$ cat src/hw/rtl/trsm_pkg.sv
`timescale 1ns / 1ps

package trsm_pkg;

  localparam int PTR_W   = 6;
  localparam int CNT_W   = 7;
  localparam int EB_W    = 13;
  localparam int OFS_W   = 18;
  localparam int KIND_W  = 3;
  localparam int STAT_W  = 3;
  localparam int CFG_IDX_W = 1;

  // pointer and count widths above are sized for this ring depth
  localparam int MAX_SLOTS = 64;

  localparam logic [EB_W-1:0] EB_LIMIT = EB_W'(4096);

  // request kinds
  localparam logic [KIND_W-1:0] KIND_ACQUIRE = 3'd0;
  localparam logic [KIND_W-1:0] KIND_COMMIT  = 3'd1;
  localparam logic [KIND_W-1:0] KIND_DISCARD = 3'd2;
  localparam logic [KIND_W-1:0] KIND_PEEK    = 3'd3;
  localparam logic [KIND_W-1:0] KIND_CONSUME = 3'd4;
  localparam logic [KIND_W-1:0] KIND_RELEASE = 3'd5;

  // result status codes
  localparam logic [STAT_W-1:0] ST_OK      = 3'd0;
  localparam logic [STAT_W-1:0] ST_UNAVAIL = 3'd1;
  localparam logic [STAT_W-1:0] ST_NONE    = 3'd2;
  localparam logic [STAT_W-1:0] ST_ORDER   = 3'd3;
  localparam logic [STAT_W-1:0] ST_BLOCKED = 3'd4;

  // configuration register indexes
  localparam logic [CFG_IDX_W-1:0] CFG_SLOTS_IN_USE  = 1'd0;
  localparam logic [CFG_IDX_W-1:0] CFG_ELEMENT_BYTES = 1'd1;

  typedef struct packed {
    logic [PTR_W-1:0] read_pointer;
    logic [PTR_W-1:0] commit_pointer;
    logic [PTR_W-1:0] acquire_pointer;
    logic [PTR_W-1:0] release_pointer;
    logic [CNT_W-1:0] ready_count;
    logic [CNT_W-1:0] acquired_count;
    logic [CNT_W-1:0] held_count;
  } ring_state_t;

  typedef struct packed {
    logic [STAT_W-1:0] status;
    logic [PTR_W-1:0]  slot_out;
    logic [OFS_W-1:0]  byte_offset;
    logic [CNT_W-1:0]  committed_count;
  } ring_result_t;

endpackage

$ cat src/hw/rtl/trsm_step.sv
`timescale 1ns / 1ps

module trsm_step (
  input  trsm_pkg::ring_state_t          st,
  input  logic [trsm_pkg::KIND_W-1:0]    kind,
  input  logic                           allow_overwrite,
  input  logic [trsm_pkg::PTR_W-1:0]     slot_given,
  input  logic [trsm_pkg::CNT_W-1:0]     wrap,
  input  logic [trsm_pkg::EB_W-1:0]      element_bytes,
  output trsm_pkg::ring_state_t          st_next,
  output trsm_pkg::ring_result_t         res
);
  import trsm_pkg::*;

  function automatic logic [PTR_W-1:0] ptr_next(input logic [PTR_W-1:0] p,
                                                input logic [CNT_W-1:0] w);
    logic [CNT_W-1:0] n;
    n = {1'b0, p} + CNT_W'(1);
    return (n >= w) ? '0 : n[PTR_W-1:0];
  endfunction

  function automatic logic [PTR_W-1:0] ptr_prev(input logic [PTR_W-1:0] p,
                                                input logic [CNT_W-1:0] w);
    logic [CNT_W-1:0] wm1;
    wm1 = w - CNT_W'(1);
    return (p == '0) ? wm1[PTR_W-1:0] : p - PTR_W'(1);
  endfunction

  logic [CNT_W+1:0]  in_use;
  logic              full;
  logic [PTR_W-1:0]  disc_slot;
  logic [PTR_W-1:0]  slot;
  logic [STAT_W-1:0] status;
  logic              grant;
  logic [EB_W-1:0]   eb_clamped;
  logic [PTR_W+EB_W-1:0] product;

  assign in_use = (CNT_W+2)'(st.acquired_count) + (CNT_W+2)'(st.ready_count)
                + (CNT_W+2)'(st.held_count);
  assign full      = in_use >= (CNT_W+2)'(wrap);
  assign disc_slot = ptr_prev(st.acquire_pointer, wrap);

  always_comb begin
    st_next = st;
    status  = ST_OK;
    slot    = '0;
    grant   = 1'b0;
    unique case (kind)
      KIND_ACQUIRE: begin
        priority if (full && !allow_overwrite) begin
          status = ST_UNAVAIL;
        end else if (full && (st.ready_count == '0 || st.held_count != '0 ||
                              st.release_pointer != st.read_pointer)) begin
          status = ST_BLOCKED;
        end else begin
          // drop the oldest committed slot to make room
          if (full) begin
            st_next.read_pointer    = ptr_next(st.read_pointer, wrap);
            st_next.release_pointer = ptr_next(st.release_pointer, wrap);
            st_next.ready_count     = st.ready_count - CNT_W'(1);
          end
          slot  = st.acquire_pointer;
          grant = 1'b1;
          st_next.acquire_pointer = ptr_next(st.acquire_pointer, wrap);
          st_next.acquired_count  = st.acquired_count + CNT_W'(1);
        end
      end
      KIND_COMMIT: begin
        priority if (st.acquired_count == '0) begin
          status = ST_NONE;
        end else if (slot_given != st.commit_pointer) begin
          status = ST_ORDER;
        end else begin
          st_next.commit_pointer = ptr_next(st.commit_pointer, wrap);
          st_next.ready_count    = st.ready_count + CNT_W'(1);
          st_next.acquired_count = st.acquired_count - CNT_W'(1);
        end
      end
      KIND_DISCARD: begin
        priority if (st.acquired_count == '0) begin
          status = ST_NONE;
        end else if (slot_given != disc_slot) begin
          status = ST_ORDER;
        end else begin
          st_next.acquire_pointer = disc_slot;
          st_next.acquired_count  = st.acquired_count - CNT_W'(1);
        end
      end
      KIND_PEEK, KIND_CONSUME: begin
        if (st.ready_count == '0) begin
          status = ST_UNAVAIL;
        end else begin
          slot  = st.read_pointer;
          grant = 1'b1;
          if (kind == KIND_CONSUME) begin
            st_next.read_pointer = ptr_next(st.read_pointer, wrap);
            st_next.ready_count  = st.ready_count - CNT_W'(1);
            st_next.held_count   = st.held_count + CNT_W'(1);
          end
        end
      end
      KIND_RELEASE: begin
        priority if (st.held_count == '0) begin
          status = ST_NONE;
        end else if (slot_given != st.release_pointer) begin
          status = ST_ORDER;
        end else begin
          st_next.release_pointer = ptr_next(st.release_pointer, wrap);
          st_next.held_count      = st.held_count - CNT_W'(1);
        end
      end
      default: begin
        status = ST_UNAVAIL;
      end
    endcase
  end

  assign eb_clamped = (element_bytes > EB_LIMIT) ? EB_LIMIT : element_bytes;
  assign product    = (PTR_W+EB_W)'(grant ? slot : '0) * (PTR_W+EB_W)'(eb_clamped);

  assign res.status          = status;
  assign res.slot_out        = grant ? slot : '0;
  assign res.byte_offset     = product[OFS_W-1:0];
  assign res.committed_count = st_next.ready_count;

endmodule

$ cat src/hw/rtl/two_phase_ring_slot_manager_core.sv
`timescale 1ns / 1ps
// Channel  Direction  Handshake              Payload
// cfg      in         cfg_valid / cfg_ready  cfg_index, cfg_data
// request  in         in_valid / in_stall    kind, allow_overwrite, slot_given
// result   out        out_valid / out_stall  status, slot_out, byte_offset,
//                                            committed_count
//
// One item per cycle while in_stall is low: each request is decoded against the ring
// pointers and counts and lands in the result register on the edge that accepts it,
// so its result appears in the next cycle. in_stall follows out_stall only
// while the result register holds an item not yet taken. rst (synchronous)
// empties the ring, drops any pending result and restores slots_in_use = 64,
// element_bytes = 1. Configuration writes are always taken (cfg_ready high).

module two_phase_ring_slot_manager_core (
  input  logic                              clk,
  input  logic                              rst,
  input  logic                              cfg_valid,
  output logic                              cfg_ready,
  input  logic [trsm_pkg::CFG_IDX_W-1:0]    cfg_index,
  input  logic [trsm_pkg::EB_W-1:0]         cfg_data,
  input  logic                              in_valid,
  output logic                              in_stall,
  input  logic [trsm_pkg::KIND_W-1:0]       kind,
  input  logic                              allow_overwrite,
  input  logic [trsm_pkg::PTR_W-1:0]        slot_given,
  output logic                              out_valid,
  input  logic                              out_stall,
  output logic [trsm_pkg::STAT_W-1:0]       status,
  output logic [trsm_pkg::PTR_W-1:0]        slot_out,
  output logic [trsm_pkg::OFS_W-1:0]        byte_offset,
  output logic [trsm_pkg::CNT_W-1:0]        committed_count
);
  import trsm_pkg::*;

  logic [CNT_W-1:0] slots_in_use;
  logic [EB_W-1:0]  element_bytes;
  logic [CNT_W-1:0] wrap;
  ring_state_t      state;
  ring_state_t      state_next;
  ring_result_t     res;
  ring_result_t     result;
  logic             in_fire;

  assign cfg_ready = 1'b1;
  assign in_stall  = out_valid && out_stall;
  assign in_fire   = in_valid && !in_stall;

  // clamp the wrap point into 1..MAX_SLOTS
  always_comb begin
    priority if (slots_in_use == '0) begin
      wrap = CNT_W'(1);
    end else if (int'(slots_in_use) > MAX_SLOTS) begin
      wrap = CNT_W'(MAX_SLOTS);
    end else begin
      wrap = slots_in_use;
    end
  end

  always_ff @(posedge clk) begin
    if (rst) begin
      slots_in_use  <= CNT_W'(64);
      element_bytes <= EB_W'(1);
    end else if (cfg_valid && cfg_ready) begin
      unique case (cfg_index)
        CFG_SLOTS_IN_USE:  slots_in_use  <= cfg_data[CNT_W-1:0];
        CFG_ELEMENT_BYTES: element_bytes <= cfg_data;
        default: ;
      endcase
    end
  end

  trsm_step u_step (
    .st              (state),
    .kind            (kind),
    .allow_overwrite (allow_overwrite),
    .slot_given      (slot_given),
    .wrap            (wrap),
    .element_bytes   (element_bytes),
    .st_next         (state_next),
    .res             (res)
  );

  always_ff @(posedge clk) begin
    if (rst) begin
      state     <= '0;
      out_valid <= 1'b0;
    end else begin
      if (in_fire) begin
        state <= state_next;
      end
      // hold the result while stalled, drop it once taken
      if (in_fire) begin
        out_valid <= 1'b1;
      end else if (!out_stall) begin
        out_valid <= 1'b0;
      end
    end
  end

  always_ff @(posedge clk) begin
    if (in_fire) begin
      result <= res;
    end
  end

  assign status          = result.status;
  assign slot_out        = result.slot_out;
  assign byte_offset     = result.byte_offset;
  assign committed_count = result.committed_count;

  a_refused_keeps_state: assert property (@(posedge clk) disable iff (rst)
    in_fire && res.status != ST_OK |=> state == $past(state))
    else $error("refused request changed ring state");

  a_count_matches_state: assert property (@(posedge clk) disable iff (rst)
    in_fire |=> committed_count == state.ready_count)
    else $error("committed_count disagrees with ready count");

  a_no_slot_on_error: assert property (@(posedge clk) disable iff (rst)
    out_valid && status != ST_OK |-> slot_out == '0 && byte_offset == '0)
    else $error("slot reported on refused request");

  a_one_step_per_item: assert property (@(posedge clk) disable iff (rst)
    !in_fire |=> state == $past(state))
    else $error("ring state moved without an item");

endmodule

$ cat config.mk
export PLATFORM = sky130hd
export DESIGN_NAME = two_phase_ring_slot_manager_core
export DESIGN_NICKNAME = d
export VERILOG_FILES = /design/src/hw/rtl/trsm_pkg.sv /design/src/hw/rtl/trsm_step.sv /design/src/hw/rtl/two_phase_ring_slot_manager_core.sv
export SDC_FILE = /design/constraint.sdc
export NUM_CORES = 1
export LEC_CHECK = 0
export BUFFER_PORTS_ARGS = -buffer_cell sky130_fd_sc_hd__buf_2
export CAP_MARGIN = 20
export CELL_PAD_IN_SITES_DETAIL_PLACEMENT = 0
export CELL_PAD_IN_SITES_GLOBAL_PLACEMENT = 1
export CORE_MARGIN = 5
export CORE_UTILIZATION = 43
export CTS_CLUSTER_DIAMETER = 30
export CTS_CLUSTER_SIZE = 14
export DETAILED_ROUTE_END_ITERATION = 8
export GPL_TIMING_DRIVEN = 0
export PLACE_DENSITY = 0.75
export SKIP_CTS_REPAIR_TIMING = 1
export SLEW_MARGIN = 20
export SYNTH_ARGS = -nofsm -noshare
export SYNTH_HDL_FRONTEND = slang
export SYNTH_SLANG_ARGS = --single-unit
export TNS_END_PERCENT = 1
$ cat constraint.sdc
create_clock -name clk -period 7.7 [get_ports clk]
set_input_delay 0 -clock clk [delete_from_list [all_inputs] [get_ports clk]]
set_output_delay 0 -clock clk [all_outputs]
set_load 0.01 [all_outputs]
======== Yosys cells after proc, flatten, opt, wreduce, memory -nomap -nowiden ========
Index checks and enable logic that the tools add are counted.
storage, ports and cells
  bits in registers ....................... 100
  output and inout port bits .............. 37
  word-level logic and storage cells ...... 146
operators by class
  $add $sub $neg .......................... 14
  multipliers ............................. 1
  $lt $le $gt $ge ......................... 7
  equality and inequality tests ........... 21
  muxes and demuxes ....................... 57
  bitwise operators ....................... 3
  reduce and logical (&&, ||, !) cells .... 29
operator list
  cell                    number
  $mux W6                 18
  $mux W7                 10
  $mux W26                2
  $pmux W6 S2             4
  $pmux W7 S3             2
  $add A6 B1 Y7 const B   4
  $ge A7 B7 Y1            4
  $logic_not A7 Y1        4
  $mux W14                2
  $mux W13                2
  $ne A6 B6 Y1            4
  $add A7 B1 Y7 const B   3
  $sub A7 B1 Y7 const B   3
  $mul A19 B13 Y18        1
  $ne A2 B2 Y1 const B    9
  $pmux W3 S5             1
  $pmux W7 S2             1
  $reduce_and A7 Y1       2
  $gt A13 B13 Y1 const B  1
  $reduce_and A6 Y1       2
  $sub A6 B1 Y6 const B   2
  $mux W2                 5
  $add A9 B7 Y9           1
  $ge A9 B7 Y1            1
  22 further kinds        44

======== Depth between registers and ports, before layout ========
Gate-level depths: netlist of the first run.
  word-level depth ........................ 10
  mapped depth ............................ 35
  gate-level depth less buffers ........... 35

======== Hierarchy ========
From an unflattened synthesis of the first run, not the netlist that was laid out.
second synthesis, totals
  cell total of the unflattened synthesis .. 1222
  area, all modules ....................... 9903.2 sq um
modules (own cells, without submodules)
  module                            times used  cells an instance  area an instance (sq um)  seq. area each (sq um)
  trsm_step                         1           888                6364.9                    0.0
  two_phase_ring_slot_manager_core  1           334                3538.4                    2342.2

======== Worst setup path before layout of the first run ========
OpenSTA, ideal clock, no wires.
  path kind ............................... register to register
  from .................................... register state[14] (netlist name)
  to ...................................... register result, in the netlist byte_offset[17] (data pin)
  setup time .............................. 0.258 ns
  data arrival time ....................... 7.332 ns
  required time ........................... 7.442 ns
  path slack .............................. 0.111 ns
  cell stages (with the launch flop) ...... 32
  buffers on the path ..................... 0
  clock period less this slack ............ 7.589 ns
  cells stage by stage .................... dfxtp_1 > ha_1 > fa_1 > ha_1 > a21o_1 > a21o_1 > a21o_1 > a21oi_1 > xnor2_1 > ha_1 > a21o_1 > a211oi_1 > o221ai_1 > a21oi_1 > a31oi_2 > nor2_1 > a22oi_1 > or2_2 > fa_1 > fa_1 > fa_1 > inv_1 > ha_1 > a21o_1 > a21oi_1 > o21bai_1 > a21oi_1 > o21bai_1 > a41oi_1 > a21oi_1 > a31o_2 > xnor2_1
RTL lines
  what                    RTL line                                 source
  start, declared         two_phase_ring_slot_manager_core.sv:39   ring_state_t state;
  start signal, assigned  two_phase_ring_slot_manager_core.sv:90   state <= state_next;
  end signal, assigned    two_phase_ring_slot_manager_core.sv:103  result <= res;
  end, declared           two_phase_ring_slot_manager_core.sv:42   ring_result_t result;

==> metrics.csv, run 1 <==
metric;value;unit
stdcell_count;1479;
async_reset_ff_frac;0;
maxCapViolCount;0;
cp.buffers_inverters;1;
cts_tree;built;
syn_area;9223;um^2
post-route-util;0.5196;
synth_edf_count;34;
r2r-start;state[7];
clockRootBuffer;clkbuf_16;
crit_slowest_cell;fa_1;
areaGrowthSynthToFinish;18.80;%
setup_viol;0;
wl_per_cell;17.23;um
fmax;0.1322;GHz
slew_viol_final;0;
finalPower;1.303;mW
cp_top_family;compound AO/OA/AOI/OAI gates;
cp-start-kind;flip-flop;
final_nets;1365;
rr_worst_depth;31;
final_antenna_net_count;0;
drc;0;
vdd_drop_max;106.1;uV
p_leak;4.811;nW
crit_path_end_kind;flip-flop;
die_w;156.5;um
synth.area.top_cells;dfxtp_1, ha_1, edfxtp_1;
gp_congestion;0.8844;
clock_sinks;100;
place_inst;1416;
grt_pass1_wl;39.65;mm
track_usage;0.2032;
layout-drive-gt1-share;0.1811;
synth_top_area_share;0.1433;
period_share;0.9827;
final_cell_mix;nor2_1, inv_1, nand2_1;
grt.overflow.total;0;
hold_viol_final;0;
rr_endpoint;byte_offset[17];
hold_depth;4;
clk_pin_slew;0.08;ns
n_antenna_cell;0;
yosys_warnings;0;
r2r_slack;0.13;ns
dieArea;24480;um^2
status;finished clean;
clkLatencyLatePin;0.37;ns
mostFrequentLayoutCell;nor2_1;
setup.worst_path.class;flip-flop to flip-flop;
fin_skew;0.01224;ns
worstPathArrival;7.68;ns
crit_top_cell;a21oi_2;
required;7.81;ns
coreArea;21090;um^2
synth_nets;1244;
powerDensity;118.9;nW/um^2
synth_top_area_cell;dfxtp_1;
ys_seq_area_frac;0.2540;
ys_types;75;
die_y;156.5;um
grt_max_degree;44;
clockBufferDepth;2;
slew_headroom;0.3555;
dp_hpwl;19.29;mm
syn_inst;1078;
synthFlopType;dfxtp_1;
critPathMaxFanout;6;
vias;8000;
drt_iter0_markers;643;
period_minus_slack;7.567;ns
io_buffers;63;
synth-seq-cells;100;
tightest_slew;0.9653;ns
synth_area_per_cell;8.555;um^2
hold_path_class;input pin to flip-flop;
htree_levels;3;
vias_per_cell;5.409;
dr.pass1.iters;5;
io_pins;66;
wirelength;25.48;mm
initial_core_util;0.4373;
hold_end;element_bytes[2];
fin_tns_setup;0;ns
grt_pass1_vias;7302;
placementRows;53;
antenna_found_initial;0;
min-delay-start;cfg_index;
cpPeakStageDelay;0.57;ns
cts-buffers-inserted;9;
n_fill_cell;2041;
## tightest hold or removal path, stage by stage
cell and delay [ns]:
buf_2 0.09, nand2_1 0.11, nand2_1 0.09, a21oi_1 0.05
## power by group
| part | internal [mW] | total (mW) | switching [mW] |
|---|---|---|---|
| Combinational | 0.101 | 0.256 | 0.155 |
| Clock | 0.229 | 0.469 | 0.240 |
| Sequential | 0.565 | 0.578 | 0.0132 |
| Total | 0.895 | 1.30 | 0.408 |
## flip-flops by register name, summed over array words and instances, names as in the netlist
name / count
status: 3
slots_in_use: 7
element_bytes: 13
out_valid: 1
slot_out: 6
byte_offset: 18
state: 45
committed_count: 7
## layout make-up
type / count / area, um^2 / area share
plain buffers: 39 / 201.4 / 0.01839
multi-input cells: 845 / 6705 / 0.6120
clock buffers: 9 / 225.2 / 0.02055
repair buffers: 110 / 703.2 / 0.06418
flip-flops and latches: 100 / 2359 / 0.2153
well taps: 275 / 344.1 / 0.03140
inverters: 94 / 352.8 / 0.03220
clock inverters: 7 / 66.31 / 0.006052
## per-layer routing
| layer | routed length (um) | up-vias | part of all wire | GRT usage |
|---|---|---|---|---|
| met1 | 12570 | 3761 | 0.49 | 0.3120 |
| met4 | 409 | 0 | 0.016 | 0.04835 |
| met3 | 1463 | 33 | 0.057 | 0.02959 |
| li1 | - | 3966 | - | - |
| met5 | 0 | - | 0 | 0 |
| met2 | 11040 | 240 | 0.43 | 0.2999 |
## worst max path at each step
| stage | from | depth (start not counted) | end |
|---|---|---|---|
| 2_1_floorplan | state[14] | 31 | byte_offset[17] |
| 3_3_place_gp | state[14] | 31 | byte_offset[17] |
| 3_5_place_dp | state[14] | 33 | byte_offset[17] |
| 4_1_cts | state[14] | 33 | byte_offset[17] |
| 5_1_grt | state[7] | 31 | byte_offset[17] |
| 6_report | state[7] | 31 | byte_offset[17] |
## metrics by stage
step / setup WS [ns] / hold slack [ns] / cell area, um^2
2_1_floorplan: 0.1107 / 0.1207 / 9223
3_3_place_gp: -0.9007 / 0.2265 / 9882
3_5_place_dp: -0.9858 / 0.2345 / 9887
4_1_cts: -1.001 / -0.1492 / 10180
5_1_grt: -0.08450 / 0.02631 / 10960
6_report: 0.1335 / 0.01847 / 10960
## synth_stat cells (4+ instances only)
master	instances
a31oi_1	7
clkbuf_1	31
fa_1	47
or2_2	13
nand4_1	5
ha_1	90
inv_1	91
xnor2_1	52
nor2b_1	13
nor3_1	22
or3_1	6
nand2b_1	33
nand2_1	86
o21bai_1	6
nand3_1	24
a211o_1	5
xor2_1	25
buf_2	6
nor3b_1	8
dfxtp_1	66
a31o_2	4
and3_1	5
edfxtp_1	34
o211ai_1	7
o21a_1	6
mux2i_1	16
nor4_1	6
a21oi_1	73
a21o_1	38
nor2_1	130
a22o_1	4
o21ai_0	31
nand3b_1	4
o22ai_1	4
o31ai_1	4
and2_1	5
a211oi_1	11
a22oi_1	8
o2111ai_1	4
## cells by family after synthesis
kind of cell    Yosys count  synth area share
compound gates          231            0.1658
xor+xnor                 78           0.07557
fa+ha+maj               137            0.2241
buf+inv                 133           0.05617
flops                   100            0.2540
mux                      20           0.02266
other cells               1         0.0004066
simple gates            378            0.2013
Note: power is estimated with default switching activity, not from simulation.
==> inputs of run 2 (changes only) <==
BUFFER_PORTS_ARGS = -buffer_cell sky130_fd_sc_hd__buf_4   (was -buffer_cell sky130_fd_sc_hd__buf_2)
==> run 2 against run 1 <==
- the flow now finishes with violations (hold timing)
- critical path type unchanged
- final cell count is essentially flat
- clock-buffer cell count unchanged
- worst setup slack improved by 0.11 ns
- highest routed layer unchanged
- first-iteration DRC count shrank 21%
- final area is 1.1% higher
- total power up 0.63%
==> metrics.csv, run 2 (synthesized netlist as in run 1, its figures left out) <==
metric;value;unit
clkLatencyLatePin;0.37;ns
coreArea;21090;um^2
regMostFlops;state;
mostFrequentLayoutCell;nor2_1;
p_leak;4.857;nW
fmax;0.1340;GHz
slew_viol_final;0;
die_w;156.5;um
grt.overflow.total;0;
largest_register_ffs;45;
vdd_drop_max;104.0;uV
io_pins;66;
multi_input_comb_area;6675;um^2
crit_path_end;byte_offset[17];
drc;0;
die_y;156.5;um
track_usage;0.2064;
areaGrowthSynthToFinish;20.11;%
vias_per_cell;5.415;
cts-buffers-inserted;9;
clockRootBuffer;clkbuf_16;
post-route-util;0.5253;
r2r_slack;0.24;ns
worstPathArrival;7.57;ns
slew_headroom;0.3553;
rsz0062_at_grt;true;
cpPeakStageDelay;0.55;ns
fin_ws;0.2394;ns
status;complete, but fails checks;
period_minus_slack;7.461;ns
period_share;0.9689;
vias;8003;
crit_top_cell;a21oi_2;
grt_pass1_vias;7548;
setup_viol;0;
drt_iter0_markers;510;
seq_area;2359;um^2
n_fill_cell;2000;
placed_cell_area;10050;um^2
violations;hold timing;
hold_viol_final;1;
tightest_slew;0.9657;ns
dieArea;24480;um^2
met1_usage;0.3077;
powerDensity;118.4;nW/um^2
clk_pin_slew;0.09;ns
htree_levels;3;
use_met3;0.02683;
hold_path_class;input pin to flip-flop;
clockBufferDepth;2;
wirelength;25.50;mm
setup.worst_path.class;flip-flop to flip-flop;
grt_pass1_wl;40.42;mm
pre_cts_ws;-1.039;ns
fin_tns_setup;0;ns
rr_worst_depth;32;
final_nets;1364;
use_met2;0.3115;
n_antenna_cell;0;
required;7.81;ns
dp_hpwl;19.41;mm
critPathMaxFanout;6;
initial_core_util;0.4373;
gp_congestion;0.9015;
placementRows;53;
final_cell_area;11080;um^2
maxCapViolCount;0;
crit_path_end_kind;flip-flop;
timing.critical_path.from;state[7];
final_cell_mix;nor2_1, buf_4, inv_1;
r2r-start;state[7];
busiest_layer;met2;
rr_endpoint;byte_offset[17];
final_antenna_net_count;0;
holdWs;-0.01776;ns
cp-start-kind;flip-flop;
grt_max_degree;44;
layout-drive-gt1-share;0.1779;
io_buffers;63;
wl_per_cell;17.25;um
min-delay-start;out_stall;
cts_tree;built;
dr.pass1.iters;5;
fin_skew;0.01348;ns
clock_sinks;100;
antenna_found_initial;0;
crit_slowest_cell;fa_1;
## run 2: cell types whose count changed in the layout (fill, tap and decap cells not counted), sizes merged
cell / delta
buf: +1
dlygate4sd3: -1
clkbuf: -1
## run 2: cell type report
class,count,area share
Tap cell,275,0.03106
Timing Repair Buffer,109,0.07704
Sequential cell,100,0.2129
Clock inverter,7,0.005987
Clock buffer,9,0.02033
Buffer,39,0.01819
Multi-Input combinational cell,845,0.6026
Inverter,94,0.03185
## run 2: through the flow
| step | instances | power (mW) |
|---|---|---|
| floorplan | 1078 | 0.7461 |
| global placement | 1416 | 0.8290 |
| detailed placement | 1416 | 0.8307 |
| CTS | 1432 | 1.301 |
| global route | 1478 | 1.369 |
| finish | 1478 | 1.311 |
## run 2: where the power goes
part           internal, mW  total, mW  switching, mW
clock                 0.229      0.469          0.241
combinational         0.109      0.263          0.153
sequential            0.565      0.579         0.0142
## run 2: worst min-delay path by stage
stage,endpoint,slack (ns),cells past startpoint
detailed placement,out_valid,0.23,3
global placement,out_valid,0.22,3
finish,out_valid,-0.02,5
CTS,out_valid,-0.16,3
floorplan,out_valid,0.12,2
global route,out_valid,0.03,5
## run 2: metal layers
| layer | wire length [um] | vias to the layer above |
|---|---|---|
| met2 | 11150 | 222 |
| met1 | 12520 | 3775 |
| met3 | 1246 | 42 |
| li1 | - | 3964 |
| met5 | 0 | - |
| met4 | 583 | 0 |
## run 2: worst max-delay path: cells and delay by family, from the launching register on
family,cells,cell delay (ns)
and+or+nand+nor,3,0.59
DFF,1,0.38
xor gates and xnor gates,3,0.38
adders and majority gates,8,2.97
AOI/OAI and AO/OA,17,2.79
buffers and inverters,1,0.08
==> inputs of run 3 (changes only) <==
CORE_UTILIZATION = 48   (was 43)
PLACE_DENSITY = 0.8   (was 0.75)
RECOVER_POWER = 25   (was not set)
clock period = 8.2 ns   (was 7.7 ns; I/O delays follow)
==> run 3 against run 2 <==
- the run still ends with hold timing left
- hold slack better by 0.0082 ns
- final cell count is 3.0% lower
- combinational power is 14% lower
- critical path depth is 1 lower
- largest cell class unchanged
- register-to-register slack better by 0.12 ns
==> metrics.csv, run 3 (synthesized netlist as in run 1, its figures left out) <==
metric;value;unit
critPathMaxFanout;5;
grt_pass1_vias;7477;
stdcell_count;1433;
mostFrequentLayoutCell;nor2_1;
grt_max_degree;44;
hold_path_class;input pin to flip-flop;
holdWs;-0.009597;ns
largest_register_ffs;45;
final_nets;1334;
period_minus_slack;7.838;ns
powerDensity;117.0;nW/um^2
grt.overflow.total;0;
io_buffers;63;
vias;7826;
slew_headroom;0.2466;
coreArea;18830;um^2
final_cell_mix;nor2_1, inv_1, ha_1;
tightest_slew;1.121;ns
cpPeakStageDelay;0.56;ns
setup.worst_path.class;flip-flop to flip-flop;
hold_viol_final;1;
clk_pin_slew;0.07;ns
clockBufferDepth;2;
setup_viol;0;
io_pins;66;
n_fill_cell;1801;
clkLatencyLatePin;0.36;ns
dr.pass1.iters;5;
dp_hpwl;18.87;mm
gp_congestion;0.8572;
dieArea;22090;um^2
place_inst;1401;
regMostFlops;state;
clockRootBuffer;clkbuf_16;
violations;hold timing;
drc;0;
wl_per_cell;16.93;um
required;8.31;ns
antenna_found_initial;0;
maxCapViolCount;0;
cts-buffers-inserted;9;
htree_levels;3;
fin_tns_setup;0;ns
track_usage;0.2213;
layout-drive-gt1-share;0.09633;
fmax;0.1276;GHz
rsz0062_at_grt;false;
p_leak;4.576;nW
crit_top_cell;a21o_1;
drt_iter0_markers;478;
initial_core_util;0.4898;
die_w;148.6;um
wirelength;24.26;mm
n_antenna_cell;0;
post-route-util;0.5546;
areaGrowthSynthToFinish;13.24;%
clock_sinks;100;
slew_viol_final;0;
vias_per_cell;5.461;
worstPathArrival;7.95;ns
status;complete, but fails checks;
cts_tree;built;
vdd_drop_max;89.25;uV
fin_skew;0.008494;ns
period_share;0.9559;
grt_pass1_wl;39.25;mm
die_y;148.6;um
crit_slowest_cell;fa_1;
crit_path_end_kind;flip-flop;
placementRows;50;
cp-start-kind;flip-flop;
final_antenna_net_count;0;
[run 3: final timing paths]
kind | from | endpoint | slack, ns | cells after the start
worst max-delay path | state[7] | byte_offset[17] | 0.36 | 31
worst min-delay path | out_stall | out_valid | -0.01 | 5
worst max register to register | state[7] | byte_offset[17] | 0.36 | 31
worst min register to register | element_bytes[7] | element_bytes[7] | 0.46 | 2
[run 3: cell type report]
class,count,area (um^2),area share
Timing Repair Buffer,79,496.7,0.04756
Buffer,39,173.9,0.01665
Tap cell,260,325.3,0.03115
Multi-Input combinational cell,845,6440,0.6166
Clock buffer,12,267.8,0.02564
Sequential cell,100,2350,0.2250
Inverter,94,352.8,0.03378
Clock inverter,4,37.54,0.003594
[run 3: metal layers]
metal,track usage,up-vias,wire (um)
met5,0,-,0
met4,0.04896,0,305
met3,0.03199,21,1361
met2,0.3376,222,10550
met1,0.3321,3681,12050
li1,-,3902,-
[run 3: stage by stage]
stage,power (mW),hold WS (ns),worst slack (ns),area (um^2)
2_1_floorplan,0.7006,0.1207,0.6107,9223
3_3_place_gp,0.7766,0.2232,-0.3916,10020
3_5_place_dp,0.7778,0.2251,-0.4277,10030
4_1_cts,1.229,-0.1523,-0.4480,10330
5_1_grt,1.278,0.01811,0.002999,10440
6_report,1.222,-0.009597,0.3617,10440
[run 3: critical path: cells and delay by family (launching register included)]
| family | cells | cell delay (ns) |
|---|---|---|
| AND/OR/NAND/NOR | 2 | 0.57 |
| flip-flops | 1 | 0.37 |
| XOR/XNOR | 2 | 0.28 |
| AO/OA/AOI/OAI | 18 | 3.18 |
| adder cells (fa/ha/maj) | 8 | 3.11 |
| buffers and inverters | 1 | 0.05 |
[run 3: report_power, final]
part	total, mW	internal [mW]	switching (mW)
clock network	0.451	0.239	0.213
logic	0.226	0.0887	0.137
registers	0.545	0.531	0.0138
total	1.22	0.858	0.363
